--- src/rtl/cxalu_pkg.sv ---
// Package for the complex ALU with magnitude.
// Holds the operation codes and the default word and fraction widths.
`timescale 1ns / 1ps

package cxalu_pkg;

  localparam int WORD_BITS_DEF = 32;
  localparam int FRAC_BITS_DEF = 28;

  typedef enum logic [1:0] {
    FN_ADD  = 2'd0,
    FN_SUB  = 2'd1,
    FN_MUL  = 2'd2,
    FN_PASS = 2'd3
  } func_t;

endpackage

--- src/rtl/cxalu_sqrt_step.sv ---
// One register stage of the digit-by-digit integer square root:
// takes two radicand bits and settles one root bit. Uses cxalu_pkg.
`timescale 1ns / 1ps

module cxalu_sqrt_step
  import cxalu_pkg::*;
#(
  parameter int WORD_BITS = WORD_BITS_DEF
) (
  input  logic                   clk,
  input  logic                   rst,
  input  logic                   in_valid,
  output logic                   in_ready,
  input  logic [2*WORD_BITS-1:0] in_rad,
  input  logic [WORD_BITS+1:0]   in_rem,
  input  logic [WORD_BITS-1:0]   in_root,
  input  logic [WORD_BITS-1:0]   in_re,
  input  logic [WORD_BITS-1:0]   in_im,
  input  logic                   in_ovf,
  output logic                   out_valid,
  input  logic                   out_ready,
  output logic [2*WORD_BITS-1:0] out_rad,
  output logic [WORD_BITS+1:0]   out_rem,
  output logic [WORD_BITS-1:0]   out_root,
  output logic [WORD_BITS-1:0]   out_re,
  output logic [WORD_BITS-1:0]   out_im,
  output logic                   out_ovf
);

  localparam int W = WORD_BITS;

  logic         v;
  logic [W+3:0] rem_sh, trial, rem_next;
  logic         ge;

  assign rem_sh   = {in_rem, in_rad[2*W-1 -: 2]};
  assign trial    = {2'b00, in_root, 2'b01};
  assign ge       = rem_sh >= trial;
  assign rem_next = ge ? rem_sh - trial : rem_sh;

  assign in_ready = !v || out_ready;

  always_ff @(posedge clk) begin
    if (rst) begin
      v <= 1'b0;
    end else if (in_ready) begin
      v <= in_valid;
    end
    if (in_ready && in_valid) begin
      out_rad  <= {in_rad[2*W-3:0], 2'b00};
      out_rem  <= rem_next[W+1:0];
      out_root <= {in_root[W-2:0], ge};
      out_re   <= in_re;
      out_im   <= in_im;
      out_ovf  <= in_ovf;
    end
  end

  assign out_valid = v;

endmodule

--- config.mk ---
export PLATFORM = sky130hd
export DESIGN_NAME = cxalu_sqrt_step
export DESIGN_NICKNAME = d
export VERILOG_FILES = /design/src/rtl/cxalu_pkg.sv /design/src/rtl/cxalu_sqrt_step.sv
export SDC_FILE = /design/constraint.sdc
export NUM_CORES = 1
export LEC_CHECK = 0
export BUFFER_PORTS_ARGS = -buffer_cell sky130_fd_sc_hd__buf_4
export CORE_AREA = 3 3 153 155
export DETAILED_ROUTE_END_ITERATION = 8
export DIE_AREA = 0 0 156 158
export HOLD_SLACK_MARGIN = 0.12
export PLACE_DENSITY_LB_ADDON = 0.08
export SYNTH_ARGS = -nofsm -noshare
export SYNTH_HDL_FRONTEND = slang
export SYNTH_SLANG_ARGS = --single-unit
--- constraint.sdc ---
create_clock -name clk -period 12.3 [get_ports clk]
set_input_delay 0.615 -clock clk [delete_from_list [all_inputs] [get_ports clk]]
set_output_delay 0.615 -clock clk [all_outputs]
set_load 0.03 [all_outputs]
# Word-level counts from Yosys, hierarchy flattened
# Index checks and enable logic that the tools add are counted.
op_classes:
  add_sub_neg: 1
  order_cmp: 1
  muxes: 1
  n_reduce_logical: 3
op_table:
  columns: ["operator", "n"]
  rows:
  - ["$ge 36x34->1", 1]
  - ["$mux 34", 1]
  - ["$sub 34x34->34", 1]
  - ["$logic_and 1x1->1", 1]
  - ["$logic_not 1->1", 1]
  - ["$logic_or 1x1->1", 1]
word_totals:
  regBits: 194
  inputBits: 199
  wordCells: 13

# Longest topological paths before layout
logic_depth:
  word_depth: 3
  depth_mapped: 14
  depth_no_buf: 11

# Least setup slack after synthesis
# OpenSTA, ideal clock, no wires.
synth_path:
  path_kind: "input-to-reg"
  start: "in out_ready"
  end: "reg out_im[0], enable pin"
  arrival_time_ns: 5.391
  path_slack_ns: 6.333
  cell_stages: 2
  n_path_buf: 0
  cell_sequence: "nand2b_1 > and2_1"
synth_via:
  elab_chain_cells: 2
synth_rtl:
  columns: ["element", "line", "source"]
  rows:
  - ["from (decl)", "cxalu_sqrt_step.sv:21", "input logic out_ready,"]
  - ["$logic_or 1x1->1", "cxalu_sqrt_step.sv:41", "assign in_ready = !v || out_ready;"]
  - ["$logic_and 1x1->1", "cxalu_sqrt_step.sv:49", "if (in_ready && in_valid) begin"]
  - ["to (signal assigned)", "cxalu_sqrt_step.sv:54", "out_im <= in_im;"]
  - ["to (decl)", "cxalu_sqrt_step.sv:26", "output logic [WORD_BITS-1:0] out_im,"]
# No other way between the ends.
# A chain may end at the register's enable or synchronous reset.

# Worst setup path in the final report
layout_path:
  start: "in in_rem[7]"
  end: "reg out_rem[21], data pin"
layout_via:
  elab_chain_cells: 2
  elab_cells_between_ends: 3
  cone_classes: "add/sub: 1; order compare: 1; mux: 1"
layout_rtl:
  columns: ["element", "line", "source"]
  rows:
  - ["from (decl)", "cxalu_sqrt_step.sv:15", "input logic [WORD_BITS+1:0] in_rem,"]
  - ["$sub 34x34->34 or $ge 36x34->1 (tied branches)", "cxalu_sqrt_step.sv:39, cxalu_sqrt_step.sv:38", null]
  - ["$mux 34 *", "cxalu_sqrt_step.sv:39", "assign rem_next = ge ? rem_sh - trial : rem_sh;"]
  - ["via rem_next[21]", "cxalu_sqrt_step.sv:33", "logic [W+3:0] rem_sh, trial, rem_next;"]
  - ["to (signal assigned)", "cxalu_sqrt_step.sv:51", "out_rem <= rem_next[W+1:0];"]
  - ["to (decl)", "cxalu_sqrt_step.sv:23", "output logic [WORD_BITS+1:0] out_rem,"]
# The timed path passes the listed nets; every way through them passes the cells marked *.

==> out/metrics.csv <==
metric;value;unit
port_buffers;393;
cp.arrival;3.60;ns
fill_cells;1956;
slew_headroom;0.2369;
worst_pin_slew;1.145;ns
max_cap_viol_count;0;
fin_skew;0.01091;ns
yosysTopAreaCellShare;0.7058;
core_area;21960;um2
cts.sinks;194;
worst_slack;8.835;ns
nets;1207;
dpl-instance-area;11430;um2
dpl.hpwl;20.31;mm
yosys-top-cells-count;edfxtp_1 (193), a21oi_1 (47), inv_1 (42);
avgSynthCellArea;14.23;um2
fin_tns_setup;0;ns
start_util;0.3740;
postLayoutCellArea;12040;um2
p_per_area;144.4;nW/um2
cts.clk_slew.worst_paths;0.07;ns
stdcell_count;1267;
antenna_found_initial;2;
timing.fmax;288.6;MHz
power;1.738;mW
fp-row-count;54;
htree_levels;4;
end_kind;flop;
synth.distinct_cells;53;
crit_required;12.43;ns
post-route-drc-count;0;
clk_path_buf_depth;2;
fin_crit_sh;0.2817;
leakage;5.258;nW
r2r-start;out_valid;
finalSetupViolations;0;
synth.most_common_cell;edfxtp_1;
die_w;156;um
critPathMaxFanout;38;
grt_max_degree;90;
rsz0062_at_grt;false;
area_delta_synth_final;46.63;%
crit_path_start_kind;input port;
grt_pass1_wl;36.27;mm
hold_start;rst;
synth_edf_count;193;
whs;0.3406;ns
multi_input_area;2135;um2
post-route-util;0.5483;
grtUsageTotal;0.1976;
wl_per_cell;20.25;um
diodes;0;
synth.cell_area;8212;um2
numCtsBuffers;17;
finalCriticalPeriod;3.465;ns
synth_cells;577;
hold_viol;0;
ctsResizeCount;0;
pre_cts_ws;8.327;ns
drtAntennaViolNets;0;
critPathLaunch;in_rem[7];
yosys_warnings;0;
first_iter_violations;308;
ys.flop_type;edfxtp_1;
firstDrtPassIters;4;
cts_root_buffer;clkbuf_16;
ctsHoldBuffers;0;
grt_overflow;0;
seq_area;5816;um2
io_pins;396;
gp_congestion;0.8497;
cts_tree;built;
maxSlewViolCount;0;
grt_pass1_vias;5891;
vias;6158;
synthArstFlopShare;0;
placed_cells_incl_taps;1235;
min_path_type;in2reg;
drive_gt1_frac;0.4407;
die_y;158;um
cts_setup_buffers;0;
clk_latency;0.43;ns
dieArea;24650;um2
critPathKind;in2reg;
ys_ff_latch;194;
synthTopCellsByArea;edfxtp_1 (71%), ha_1 (5.2%), a21oi_1 (2.9%), a21o_1 (2.0%), inv_1 (1.9%);
yosysSeqAreaShare;0.7082;
routed_wl;25.65;mm
worst_ir_drop_vdd;0.00008675;V
synth_largest_area_cell;edfxtp_1;
avgViaCountPerCell;4.860;
outcome;completed;
==> critical path, cell delays in order <==
cell and delay (ns):
buf_4 0.11, ha_1 0.37, a21o_1 0.24, o41ai_1 0.39, o211ai_1 0.28, a211oi_1 0.30, o21a_2 0.58, inv_2 0.45
nor2_1 0.19, a21oi_1 0.05
==> kinds of logic (layout without fill, tap and decap cells) <==
group	count (synthesis)	count (layout)	synth area share
adder cells (fa/ha/maj)	34	34	0.05181
flip-flops	194	194	0.7082
multiplexers	1	1	0.001219
AND/OR/NAND/NOR	120	120	0.06796
XOR/XNOR	28	28	0.02986
buffers and inverters	61	470	0.03260
AO/OA/AOI/OAI	138	138	0.1079
other	1	2	0.0004567
==> placed cells by master, fill, tap and decap left out, types with 3 or more instances in the layout <==
cell	Yosys	routed
nand4_1	8	8
a31oi_1	6	6
edfxtp_1	193	193
clkbuf_16	0	17
and3_1	6	6
a21oi_1	47	47
inv_6	0	3
o31ai_1	3	3
nand2b_1	6	6
xor2_1	15	15
o21ai_0	31	31
a21boi_0	4	4
buf_4	2	395
and2_1	6	5
xnor2_1	13	13
o211ai_1	5	5
a21o_1	22	22
ha_1	34	34
nor3_1	9	9
inv_8	0	4
clkinv_8	0	3
nand3_1	4	4
nor2_1	33	33
inv_1	42	42
nand2_1	41	41
==> metal layers <==
layer / global-route usage / routed length [um]
met1: 0.2298 / 9640
met2: 0.3497 / 13450
met3: 0.06506 / 2051
met4: 0.05719 / 483
met5: 0 / 30
==> flip-flops by register name, indices dropped and copies added, names as in the netlist <==
name,count
out_im,32
out_ovf,1
out_rad,62
out_root,32
out_re,32
out_rem,34
out_valid,1
==> report_power, final <==
group	leakage [nW]	internal (mW)	switching, mW	total (mW)
Sequential	1.87	0.788	0.0126	0.800
Clock	0.299	0.296	0.278	0.574
Combinational	3.09	0.145	0.219	0.364
Total	5.26	1.23	0.509	1.74
==> final timing paths <==
kind / slack [ns] / to / depth (start not counted)
worst min-delay path: 0.34 / out_valid / 2
worst max-delay path: 8.84 / out_rem[21] / 10
worst min register to register: 0.54 / out_valid / 2
worst max register to register: 9.11 / out_rem[26] / 4
==> layout make-up <==
| class | count | share of cell area |
|---|---|---|
| Timing Repair Buffer | 395 | 0.2463 |
| Clock inverter | 14 | 0.01528 |
| Tap cell | 280 | 0.02910 |
| Inverter | 43 | 0.01341 |
| Multi-Input combinational cell | 323 | 0.1773 |
| Sequential cell | 194 | 0.4830 |
| Clock buffer | 18 | 0.03564 |
(Power assumes the default switching activity.)
